[config.mk]
export PLATFORM = sky130hd
export DESIGN_NAME = rsa_modular_exponentiation_unit
export DESIGN_NICKNAME = d
export VERILOG_FILES = /design/src/hw/rtl/rme_pkg.sv /design/src/hw/rtl/rsa_modular_exponentiation_unit.sv
export SDC_FILE = /design/constraint.sdc
export NUM_CORES = 1
export LEC_CHECK = 0
export BUFFER_PORTS_ARGS = -buffer_cell sky130_fd_sc_hd__buf_2
export CELL_PAD_IN_SITES_DETAIL_PLACEMENT = 0
export CELL_PAD_IN_SITES_GLOBAL_PLACEMENT = 1
export CORE_ASPECT_RATIO = 1.4
export CORE_MARGIN = 2
export CORE_UTILIZATION = 51
export CTS_CLUSTER_DIAMETER = 150
export DETAILED_ROUTE_END_ITERATION = 10
export GPL_TIMING_DRIVEN = 0
export PLACE_DENSITY_LB_ADDON = 0.15
export SLEW_MARGIN = 20
export SYNTH_ARGS = -nofsm -noshare
export SYNTH_HDL_FRONTEND = slang
export SYNTH_SLANG_ARGS = --single-unit
[constraint.sdc]
create_clock -name clk -period 18.4 [get_ports clk]
set_clock_uncertainty 0.2 [all_clocks]
set_input_delay 2.76 -clock clk [delete_from_list [all_inputs] [get_ports clk]]
set_output_delay 2.76 -clock clk [all_outputs]
set_load 0.01 [all_outputs]
[src/hw/rtl/rme_pkg.sv]
package rme_pkg;

    localparam int WORD_BITS = 31;
    localparam int CNT_BITS  = $clog2(WORD_BITS);
    localparam int DATA_BITS = 32;
    localparam int ADDR_BITS = 3;
    // multiplier sum width: 2*acc + a stays below 3m < 2^33
    localparam int EXT_BITS  = WORD_BITS + 2;

    // register word index, taken from paddr[2]
    localparam logic REG_MODULUS  = 1'b0;
    localparam logic REG_EXPONENT = 1'b1;

    localparam logic [WORD_BITS-1:0] MODULUS_RESET  = WORD_BITS'(2);
    localparam logic [WORD_BITS-1:0] EXPONENT_RESET = WORD_BITS'(1);
    localparam logic [WORD_BITS-1:0] ONE_WORD       = WORD_BITS'(1);

    localparam logic [CNT_BITS-1:0] CNT_LAST = CNT_BITS'(WORD_BITS - 1);

    typedef enum logic [2:0] {
        S_IDLE,
        S_REDUCE,
        S_CHECK,
        S_ACCMUL,
        S_SQUARE,
        S_DONE
    } rme_state_t;

endpackage

[src/hw/rtl/rsa_modular_exponentiation_unit.sv]
// Modular exponentiation unit: plaintext = ciphertext ^ private_exponent mod modulus.
//
// Input channel (in_valid / in_stall / ciphertext) takes one 31-bit word when
// in_valid is high and in_stall is low. in_stall stays high while a word is
// being worked on; the unit handles one word at a time.
// Output channel (out_valid / out_stall / plaintext) holds its word in an
// output register until out_stall is low, so a new input word can be taken
// while an earlier result still waits there.
// Registers are set over the APB-style port: modulus at byte address 0,
// private_exponent at byte address 4. Write them only while the unit is idle.
// The unit uses one shared bit-serial modular multiplier: the ciphertext is
// first reduced modulo the modulus (one pass), then right-to-left
// square-and-multiply runs over the exponent bits, taking k products (set bits
// plus bit length minus one, at most 61).
// A modulus below 2 returns 0 without running the multiplier; an exponent of
// zero returns 1.
// Reset sets modulus to 2, private_exponent to 1 and empties the output.
module rsa_modular_exponentiation_unit (
    input  logic                              clk,
    input  logic                              rst_n,
    input  logic                              psel,
    input  logic                              penable,
    input  logic                              pwrite,
    input  logic [rme_pkg::ADDR_BITS-1:0]     paddr,
    input  logic [rme_pkg::DATA_BITS-1:0]     pwdata,
    output logic [rme_pkg::DATA_BITS-1:0]     prdata,
    output logic                              pready,
    input  logic                              in_valid,
    output logic                              in_stall,
    input  logic [rme_pkg::WORD_BITS-1:0]     ciphertext,
    output logic                              out_valid,
    input  logic                              out_stall,
    output logic [rme_pkg::WORD_BITS-1:0]     plaintext
);
    import rme_pkg::*;

    rme_state_t state_reg, state_next;

    logic [WORD_BITS-1:0] modulus_reg;
    logic [WORD_BITS-1:0] exponent_reg;
    logic                 out_valid_reg, out_valid_next;
    logic [CNT_BITS-1:0]  mul_cnt_reg, mul_cnt_next;

    logic [WORD_BITS-1:0] acc_reg, acc_next;
    logic [WORD_BITS-1:0] sq_reg, sq_next;
    logic [WORD_BITS-1:0] exp_reg, exp_next;
    logic [WORD_BITS-1:0] mul_a_reg, mul_a_next;
    logic [WORD_BITS-1:0] mul_b_reg, mul_b_next;
    logic [WORD_BITS-1:0] mul_acc_reg, mul_acc_next;
    logic [WORD_BITS-1:0] plaintext_reg, plaintext_next;

    logic                 cfg_write;
    logic [EXT_BITS-1:0]  mul_sum;
    logic [EXT_BITS-1:0]  mod_1x;
    logic [EXT_BITS-1:0]  mod_2x;
    logic [WORD_BITS-1:0] mul_res;
    logic                 mul_last;
    logic                 mul_busy;

    // ---------------------------------------------------------------
    // Configuration port
    // ---------------------------------------------------------------
    assign pready    = 1'b1;
    assign cfg_write = psel & penable & pwrite;

    always_comb
    begin
        case (paddr[2])
            REG_MODULUS:  prdata = {{(DATA_BITS-WORD_BITS){1'b0}}, modulus_reg};
            REG_EXPONENT: prdata = {{(DATA_BITS-WORD_BITS){1'b0}}, exponent_reg};
            default:      prdata = '0;
        endcase
    end

    always_ff @(posedge clk or negedge rst_n)
    begin
        if (!rst_n)
        begin
            modulus_reg  <= MODULUS_RESET;
            exponent_reg <= EXPONENT_RESET;
        end
        else if (cfg_write)
        begin
            case (paddr[2])
                REG_MODULUS:  modulus_reg  <= pwdata[WORD_BITS-1:0];
                REG_EXPONENT: exponent_reg <= pwdata[WORD_BITS-1:0];
                default:      ;
            endcase
        end
    end

    // ---------------------------------------------------------------
    // Shared modular multiplier: one multiplier bit per cycle, MSB first.
    // acc <- (2*acc + bit*a) mod m; with acc, a < m the sum is below 3m,
    // so at most two subtractions of m are needed.
    // ---------------------------------------------------------------
    assign mul_sum = {1'b0, mul_acc_reg, 1'b0}
                   + (mul_b_reg[WORD_BITS-1] ? {2'b00, mul_a_reg} : '0);
    assign mod_1x  = {2'b00, modulus_reg};
    assign mod_2x  = {1'b0, modulus_reg, 1'b0};

    always_comb
    begin
        logic [EXT_BITS-1:0] diff;
        diff = mul_sum;
        if (mul_sum >= mod_2x)
            diff = mul_sum - mod_2x;
        else if (mul_sum >= mod_1x)
            diff = mul_sum - mod_1x;
        mul_res = diff[WORD_BITS-1:0];
    end

    assign mul_last = (mul_cnt_reg == CNT_LAST);
    assign mul_busy = (state_reg == S_REDUCE) || (state_reg == S_ACCMUL)
                   || (state_reg == S_SQUARE);

    // ---------------------------------------------------------------
    // Sequencer
    // ---------------------------------------------------------------
    always_comb
    begin
        state_next     = state_reg;
        mul_cnt_next   = mul_cnt_reg;
        acc_next       = acc_reg;
        sq_next        = sq_reg;
        exp_next       = exp_reg;
        mul_a_next     = mul_a_reg;
        mul_b_next     = mul_b_reg;
        mul_acc_next   = mul_acc_reg;
        plaintext_next = plaintext_reg;

        // drop the output word once the receiver takes it
        out_valid_next = out_valid_reg & out_stall;

        if (mul_busy)
        begin
            mul_acc_next = mul_res;
            mul_b_next   = {mul_b_reg[WORD_BITS-2:0], 1'b0};
            mul_cnt_next = mul_last ? '0 : mul_cnt_reg + 1'b1;
        end

        case (state_reg)
            S_IDLE:
            begin
                if (in_valid)
                begin
                    if (modulus_reg < MODULUS_RESET)
                    begin
                        // modulus of 0 or 1: every residue is 0
                        acc_next   = '0;
                        state_next = S_DONE;
                    end
                    else
                    begin
                        // reduce the base as 1 * ciphertext mod m
                        mul_a_next   = ONE_WORD;
                        mul_b_next   = ciphertext;
                        mul_acc_next = '0;
                        acc_next     = ONE_WORD;
                        exp_next     = exponent_reg;
                        state_next   = S_REDUCE;
                    end
                end
            end
            S_REDUCE:
            begin
                if (mul_last)
                begin
                    sq_next    = mul_res;
                    state_next = S_CHECK;
                end
            end
            S_CHECK:
            begin
                mul_acc_next = '0;
                if (exp_reg == '0)
                    state_next = S_DONE;
                else if (exp_reg[0])
                begin
                    mul_a_next = acc_reg;
                    mul_b_next = sq_reg;
                    exp_next   = {exp_reg[WORD_BITS-1:1], 1'b0};
                    state_next = S_ACCMUL;
                end
                else
                begin
                    mul_a_next = sq_reg;
                    mul_b_next = sq_reg;
                    exp_next   = {1'b0, exp_reg[WORD_BITS-1:1]};
                    state_next = S_SQUARE;
                end
            end
            S_ACCMUL:
            begin
                if (mul_last)
                begin
                    acc_next   = mul_res;
                    state_next = S_CHECK;
                end
            end
            S_SQUARE:
            begin
                if (mul_last)
                begin
                    sq_next    = mul_res;
                    state_next = S_CHECK;
                end
            end
            S_DONE:
            begin
                // hold until the output register is free or being emptied
                if (!out_valid_reg || !out_stall)
                begin
                    plaintext_next = acc_reg;
                    out_valid_next = 1'b1;
                    state_next     = S_IDLE;
                end
            end
            default:
            begin
                state_next = S_IDLE;
            end
        endcase
    end

    always_ff @(posedge clk or negedge rst_n)
    begin
        if (!rst_n)
        begin
            state_reg     <= S_IDLE;
            out_valid_reg <= 1'b0;
            mul_cnt_reg   <= '0;
        end
        else
        begin
            state_reg     <= state_next;
            out_valid_reg <= out_valid_next;
            mul_cnt_reg   <= mul_cnt_next;
        end
    end

    always_ff @(posedge clk)
    begin
        acc_reg       <= acc_next;
        sq_reg        <= sq_next;
        exp_reg       <= exp_next;
        mul_a_reg     <= mul_a_next;
        mul_b_reg     <= mul_b_next;
        mul_acc_reg   <= mul_acc_next;
        plaintext_reg <= plaintext_next;
    end

    assign in_stall  = (state_reg != S_IDLE);
    assign out_valid = out_valid_reg;
    assign plaintext = plaintext_reg;

    // ---------------------------------------------------------------
    // Assertions
    // ---------------------------------------------------------------
    a_mul_residue: assert property (@(posedge clk) disable iff (!rst_n)
        mul_busy |-> (mul_acc_reg < modulus_reg) && (mul_a_reg < modulus_reg))
        else $error("multiplier operand or partial result not reduced");

    a_check_residue: assert property (@(posedge clk) disable iff (!rst_n)
        (state_reg == S_CHECK) |-> (acc_reg < modulus_reg) && (sq_reg < modulus_reg))
        else $error("accumulator or square not reduced");

    a_cnt_idle: assert property (@(posedge clk) disable iff (!rst_n)
        !mul_busy |-> (mul_cnt_reg == '0))
        else $error("bit counter left running outside a product");

    a_mul_to_check: assert property (@(posedge clk) disable iff (!rst_n)
        (mul_busy && mul_last) |=> (state_reg == S_CHECK))
        else $error("product finished without returning to the check step");

    a_out_range: assert property (@(posedge clk) disable iff (!rst_n)
        out_valid_reg |-> (plaintext_reg < modulus_reg) || (plaintext_reg == '0))
        else $error("output word not below the modulus");

endmodule

### Yosys cells after proc, flatten, opt, wreduce, memory -nomap -nowiden

Index checks and enable logic that the tools add are counted.

* add/subtract/negate cells: 4
* multipliers: 0
* divide/modulo/power cells: 0
* order comparisons: 3
* eq/ne operators: 13
* shift-type cells: 0
* mux-type cells: 37
* bitwise gates (word level): 4
* reductions and logical operators: 20

Operators by type and width (number)
* 31-bit two-way mux: 20
* 31-bit one-hot mux with 2 select lines: 5
* 32-bit one-hot mux with 2 select lines: 1
* 31-bit subtractor: 2
* 32-bit by 31-bit adder with 33-bit output: 1
* 33-bit by 31-bit >= comparator with 1-bit output: 1
* 33-bit by 32-bit >= comparator with 1-bit output: 1
* 31-bit logical NOT: 1
* 31-bit by 2-bit < comparator with 1-bit output, second input constant: 1
* 3-bit two-way mux: 6
* 2-bit != test, second input constant: 6
* 3-bit one-hot mux with 4 select lines: 1
* 2-bit AND reduction: 4
* 3-bit by 2-bit equality test with 1-bit output, second input constant: 2
* 3-bit equality test, second input constant: 2
* 3-bit AND reduction: 2
* 5-bit by 1-bit adder with 5-bit output, second input constant: 1
* 5-bit equality test, second input constant: 1
* 5-bit two-way mux: 1
* 5-bit AND reduction: 1
* 4-bit AND reduction: 1
* 2-bit nonzero test: 2
* 1-bit bitwise AND: 3
* 3-bit by 1-bit equality test with 1-bit output, second input constant: 1
* other kinds (9): 14

* bits in registers: 288
* latch bits: 0
* memory bits (writable): 0
* ROM bits: 0
* bits of input ports: 73
* output and inout bits: 66
* logic and storage cells: 94
* memories: 0

### Depth between registers and ports, before layout

Gate-level depths: netlist of the first run.

* depth in word-level cells: 9
* gate-level depth with buffers: 25
* mapped depth without buffers: 22

### Worst setup path before layout of the first run

Ideal clock, no wire load.

* path kind: input-to-reg
* from: input in_valid
* to: register exp_reg[10] (enable)
* library setup time: 463 ps
* data arrival time: 7431 ps
* data required time: 17737 ps
* slack: 10306 ps
* stages on the path: 6
* path buffers: 1
* path through: nand2_1 -> nor2_1 -> nor2_1 -> clkbuf_1 -> a21oi_1 -> a21boi_0

* word-level cells in the longest chain between the ends: 2

RTL lines
* start: declaration: line rsa_modular_exponentiation_unit.sv:28 `input logic in_valid,`
* 2-bit != test (no line)
* 5-bit AND reduction (no line)
* end signal: assignment: line rsa_modular_exponentiation_unit.sv:246 `exp_reg <= exp_next;`
* end: declaration: line rsa_modular_exponentiation_unit.sv:46 `logic [WORD_BITS-1:0] exp_reg, exp_next;`

Every way passes these cells.
A chain may end at the register's enable or synchronous reset.

### Final worst setup path of the first run

* from: register mul_b_reg[30]
* to: register acc_reg[14], data pin

* word-level cells in the longest chain between the ends: 7
* elaborated cells on any way between the ends: 10
* those cells by class: add/sub (3); order compare (2); mux (5)

RTL lines
* start: declaration: line rsa_modular_exponentiation_unit.sv:48 `logic [WORD_BITS-1:0] mul_b_reg, mul_b_next;`
* start signal: assignment: line rsa_modular_exponentiation_unit.sv:248 `mul_b_reg <= mul_b_next;`
* 31-bit two-way mux (*): line rsa_modular_exponentiation_unit.sv:98 `+ (mul_b_reg[WORD_BITS-1] ? {2'b00, mul_a_reg} : '0);`
* 32-bit by 31-bit adder with 33-bit output (*): line rsa_modular_exponentiation_unit.sv:98
* 31-bit subtractor or 33-bit by 31-bit >= comparator with 1-bit output (tied branches): line rsa_modular_exponentiation_unit.sv:109, rsa_modular_exponentiation_unit.sv:108
* 31-bit two-way mux: line rsa_modular_exponentiation_unit.sv:108 `else if (mul_sum >= mod_1x)`
* 31-bit two-way mux (*): line rsa_modular_exponentiation_unit.sv:106 `if (mul_sum >= mod_2x)`
* 31-bit two-way mux (*): line rsa_modular_exponentiation_unit.sv:195 `if (mul_last)`
* 31-bit one-hot mux with 2 select lines (*): line rsa_modular_exponentiation_unit.sv:142 `case (state_reg)`
* end signal: assignment: line rsa_modular_exponentiation_unit.sv:244 `acc_reg <= acc_next;`
* end: declaration: line rsa_modular_exponentiation_unit.sv:44 `logic [WORD_BITS-1:0] acc_reg, acc_next;`

Every way passes the cells marked *; elsewhere a longest branch is shown, timed or not. The select of a mux whose other input is x is not followed.

==> results of run 1 <==
-- per-stage QoR --
step	instances	util	setup slack [ps]	cell area [um^2]	hold slack [ps]
after floorplan	1884	-	10310	17900	226
after global placement	2472	0.550	7620	19100	228
after detailed placement	2480	0.556	10920	19300	234
after CTS	2532	0.580	10860	20100	249
after global routing	2532	0.580	10490	20100	261
final	2532	0.580	10740	20100	248
-- worst max-delay path: stages (launching register included) --
cell and delay (ps):
dfxtp_1 490, clkbuf_1 470, nand2_1 200, inv_1 100, ha_1 250, a211oi_1 290
o311ai_1 220, a41o_1 320, nor4_1 870, a21oi_1 160, a21oi_1 230, xnor2_1 260
ha_1 390, nand4_1 270, nor2_1 90, a22oi_1 170, o21ai_1 200, o211a_1 280
a31o_2 260, nor2_2 450, buf_2 380, nor2_1 90, a311oi_1 610, nor2_1 120
-- layout by cell type, fill, tap and decap left out, types with 8 or more instances in the layout --
cell and count:
edfxtp_1 155, o21bai_1 9, nand3_1 42, and2_1 47, a21oi_1 136, and3_1 11
clkbuf_1 86, a211oi_1 13, o21ai_1 16, ha_1 94, xnor2_1 45, xor2_1 34
clkbuf_16 29, o21ai_0 157, dfrtp_1 69, nor3_1 53, nand2_1 208, nor2b_1 8
nand2b_1 11, mux2i_1 78, a31oi_1 13, nor2_1 116, a21o_1 40, buf_1 11
nor4_1 18, nand4_1 25, nand3b_1 33, mux2_2 71, dfxtp_1 62, buf_2 142
inv_1 75, o21a_1 13
-- final cells by class --
cell class | instances | share of cell area
multi-input combinational | 1417 | 0.473
sequential | 288 | 0.381
timing repair buffer | 140 | 0.0409
clock buffer | 39 | 0.0379
tap | 456 | 0.0283
buffer | 104 | 0.0214
inverter | 75 | 0.0140
clock inverter | 13 | 0.00323
-- layer usage --
metal / track usage / part of all wire
met4: 0.137 / 0.047
met2: 0.595 / 0.54
met1: 0.334 / 0.38
met5: 0 / 0
met3: 0.0259 / 0.034
-- worst paths after layout --
path / start / end / slack [ps] / cells past startpoint
setup / recovery: mul_b_reg[30] / acc_reg[14] / 10740 / 23
hold / removal: acc_reg[7] / plaintext[7] / 250 / 0
setup reg to reg: mul_b_reg[30] / acc_reg[14] / 10740 / 23
hold reg to reg: acc_reg[7] / plaintext[7] / 250 / 0
max in group asynchronous: rst_n / exponent_reg[20] / 15520 / 2
min in group asynchronous: rst_n / modulus_reg[4] / 1900 / 1
-- kinds of logic after synthesis --
family	after synthesis	share of synthesized area
AND/OR/NAND/NOR	599	0.162
AO/OA/AOI/OAI	487	0.168
XOR/XNOR	79	0.0387
other	2	0.000420
buffers and inverters	179	0.0399
multiplexers	153	0.0926
adder cells (fa/ha/maj)	97	0.0692
flip-flops	288	0.429
==> flow_summary.ini, run 1 <==
[outcome]
status = finished, final reports clean

[global_route]
grt_pass1_wl_um = 84800
overflow = 0
grt_max_degree = 53
grt_pass1_vias = 15100
antenna_found_initial = 0
grt.total_usage = 0.306

[synth]
synth_top_area_frac = 0.260
yosysTopAreaCell = edfxtp_1
syn_nets = 2054
ys.flop_type = edfxtp_1
yosysSeqAreaShare = 0.429
synth_edf_count = 155
synth.most_common_cell = nand2_1
syn_area_mm2 = 0.0179
yosysWarnings = 0
synthesis.instances = 1884
ys_types = 86
synth_area_leaders = edfxtp_1, dfrtp_1, dfxtp_1
yosys-top-cells-count = nand2_1, o21ai_0, edfxtp_1
ys_ff_latch = 288
avgSynthCellArea_um2 = 9.49
synthArstFlopShare = 0.247

[clocking]
cts_buffer_depth = 3
worst_skew_pair.late_latency_ps = 560
ctsHoldBuffers = 0
cts_tree = built
cts-root-buf = clkbuf_16
post_cts_buffers = 0
post_cts_resize_count = 0
cts_sinks = 288
numCtsBuffers = 28
clkSlewWorstSetupHoldPaths_ps = 70
h-tree-depth = 1

[route]
vias = 14900
ant_nets = 0
routed_via_density = 5.88
avgRoutedWirePerCell_um = 22.3
drc = 0
drt_iter0_markers = 885
finalWirelength_um = 56400
first_pass_iters = 6

[worst_setup_path]
cp.required_ps = 18480
worstPathArrival_ps = 7750
cp_max_fo = 10
critical_path_class = flop to flop
end_kind = flop
cp-start-kind = flop

[finish]
num_antenna_cells = 0
ff_latch_area_mm2 = 0.00767
multi_input_area_mm2 = 0.00954
nNetsFinal = 2224
fillers = 3141
final_layout_size_suffix_gt1_frac = 0.144
syn2layout_area_growth_pct = 12.7

[timing]
max_slew_margin = 0.230
setup_viol = 0
clock.fmax_ghz = 0.130
fin_crit_sh = 0.417
worst_pin_slew_ps = 1150
rsz0062_at_grt = no
drv_slew = 0
finalCriticalPeriod_ps = 7660
hold_viol = 0
setup_tns_ps = 0

[placed_design]
io_buffers = 132
routabilityCongestion = 0.948
hpwl_um = 46100

[worst_hold_path]
hold_class = flop to flop

[floorplanning]
row_count = 81
core_area_mm2 = 0.0348
die_w_um = 162
die_area_mm2 = 0.0366
ios = 139
start_util = 0.514
die_y_um = 226

[flow_run]
drv_cap = 0
Power of run 1 is not shown: default switching activity piles up to over one toggle a cycle in this logic, so the estimate is an artifact.
==> inputs of run 2 (changes only) <==
--- a/config.mk
+++ b/config.mk
@@ -10,7 +10,7 @@
 export CELL_PAD_IN_SITES_GLOBAL_PLACEMENT = 1
 export CORE_ASPECT_RATIO = 1.4
 export CORE_MARGIN = 2
-export CORE_UTILIZATION = 51
+export CORE_UTILIZATION = 48
 export CTS_CLUSTER_DIAMETER = 150
 export DETAILED_ROUTE_END_ITERATION = 10
 export GPL_TIMING_DRIVEN = 0
==> constraint.sdc (replaced) <==
create_clock -name clk -period 7.8 [get_ports clk]
set_clock_uncertainty 0.2 [all_clocks]
set_input_delay 1.17 -clock clk [delete_from_list [all_inputs] [get_ports clk]]
set_output_delay 1.17 -clock clk [all_outputs]
set_load 0.01 [all_outputs]
==> flow_summary.ini, run 2 (synthesized netlist as in run 1, its figures left out) <==
[finish]
nNetsFinal = 2224
final_layout_size_suffix_gt1_frac = 0.151
syn2layout_area_growth_pct = 14.1
num_antenna_cells = 0
layout_commonest_cell = nand2_1
final_cell_mix = nand2_1, o21ai_0, edfxtp_1

[clocking]
cts-root-buf = clkbuf_16
clkSlewWorstSetupHoldPaths_ps = 70
ctsHoldBuffers = 0
h-tree-depth = 1
worst_skew_pair.late_latency_ps = 580
numCtsBuffers = 28
cts_buffer_depth = 3
cts_tree = built
cts_sinks = 288

[global_route]
antenna_found_initial = 0
grt_pass1_vias = 15100
grt.total_usage = 0.286
overflow = 0
grt_pass1_wl_um = 85700
grt_max_degree = 53

[worst_setup_path]
cp-start-kind = flop
critPathMaxStageDelay_ps = 770
cp_top_family = compound AO/OA/AOI/OAI gates
end_kind = flop
cp_slowest_cell = nor4_1
worstPathArrival_ps = 7620
cp_max_fo = 10
cp.required_ps = 7890
cp_common_cell = nor2_1
ff2ff_setup_slack_ps = 270
worstPathCellList = clkbuf_1, nand2_1, inv_1, ha_1, a211oi_1, o311ai_1, a41o_1, nor4_1, and3b_1, o21a_1, xor2_1, ha_1, a21oi_1, o21ai_0, nor2_1, nand2_1, o211a_1, a31o_2, nor2_2, buf_2, nor2_1, a311oi_1, nor2_1
critical_path_class = flop to flop
path_buf_inv = 3

[timing]
drv_slew = 0
max_slew_margin = 0.295
worst_pin_slew_ps = 1060
hold_viol = 0
whs_ps = 253
setup_viol = 0
fin_crit_sh = 0.965
clock.fmax_ghz = 0.133
setup_tns_ps = 0
finalCriticalPeriod_ps = 7530

[route]
ant_nets = 0
routed_via_density = 5.84
drc = 0
first_pass_iters = 6
drt_iter0_markers = 1011
vias = 14900
finalWirelength_um = 55700
avgRoutedWirePerCell_um = 21.9

[floorplanning]
start_util = 0.488
die_y_um = 232
core_area_mm2 = 0.0367
die_area_mm2 = 0.0388
ios = 139
row_count = 83
die_w_um = 167

[outcome]
status = finished, final reports clean

[flow_run]
drv_cap = 0

[placed_design]
hpwl_um = 44900
io_buffers = 132
routabilityCongestion = 0.997

[worst_hold_path]
hold_class = flop to flop
-- run 2: cell types whose count changed in the layout (fill, tap and decap cells not counted), sizes merged --
cell      change
clkbuf        -9
clkinvlp      +5
bufinv        +7
inv           +3
clkinv        -6
-- run 2: layout make-up --
| cell class | count | area (um^2) |
|---|---|---|
| multi-input combinational | 1417 | 9540 |
| tap | 467 | 584 |
| inverter | 75 | 282 |
| buffer | 104 | 432 |
| clock inverter | 22 | 325 |
| timing repair buffer | 140 | 823 |
| clock buffer | 30 | 729 |
| sequential | 288 | 7670 |
| fill | 3360 | 16300 |
-- run 2: per-layer routing --
metal  part of all wire  wire length (um)  vias up  track usage
met1               0.39             22000     7109        0.324
met4              0.052              2910        0        0.141
met2               0.52             29000      418        0.537
li1                   -                 -     7194            -
met5                  0                 0        -            0
met3              0.033              1850      131       0.0228
-- run 2: path summary, 6_finish.rpt --
check,cells after the start,endpoint,start
max in group asynchronous,2,exponent_reg[20],rst_n
setup reg to reg,23,acc_reg[14],mul_b_reg[30]
hold reg to reg,0,plaintext[25],acc_reg[25]
hold / removal,0,plaintext[25],acc_reg[25]
min in group asynchronous,1,modulus_reg[0],rst_n
setup / recovery,23,acc_reg[14],mul_b_reg[30]
-- run 2: worst register-to-register path: cells and delay by family (launching register included) --
kind	cells	cell delay, ps
AOI/OAI and AO/OA	9	2510
buffers and inverters	3	930
xor gates and xnor gates	1	330
DFF	1	490
and+or+nand+nor	8	2180
adders and majority gates	2	590
-- run 2: timing repair --
action                     CTS  global route
gates resized for setup      0             1
setup endpoints to repair    0             5
setup buffers                0             0
-- run 2: stage by stage --
step	util	area [um^2]	std cells	setup slack, ps
final	0.556	20400	2543	269
after global routing	0.556	20400	2543	-0.145
after CTS	0.556	20400	2543	394
after detailed placement	0.527	19300	2491	423
after global placement	0.522	19100	2483	-1330
after floorplan	-	17900	1884	1300
Power of run 2 is left out for the same reason.
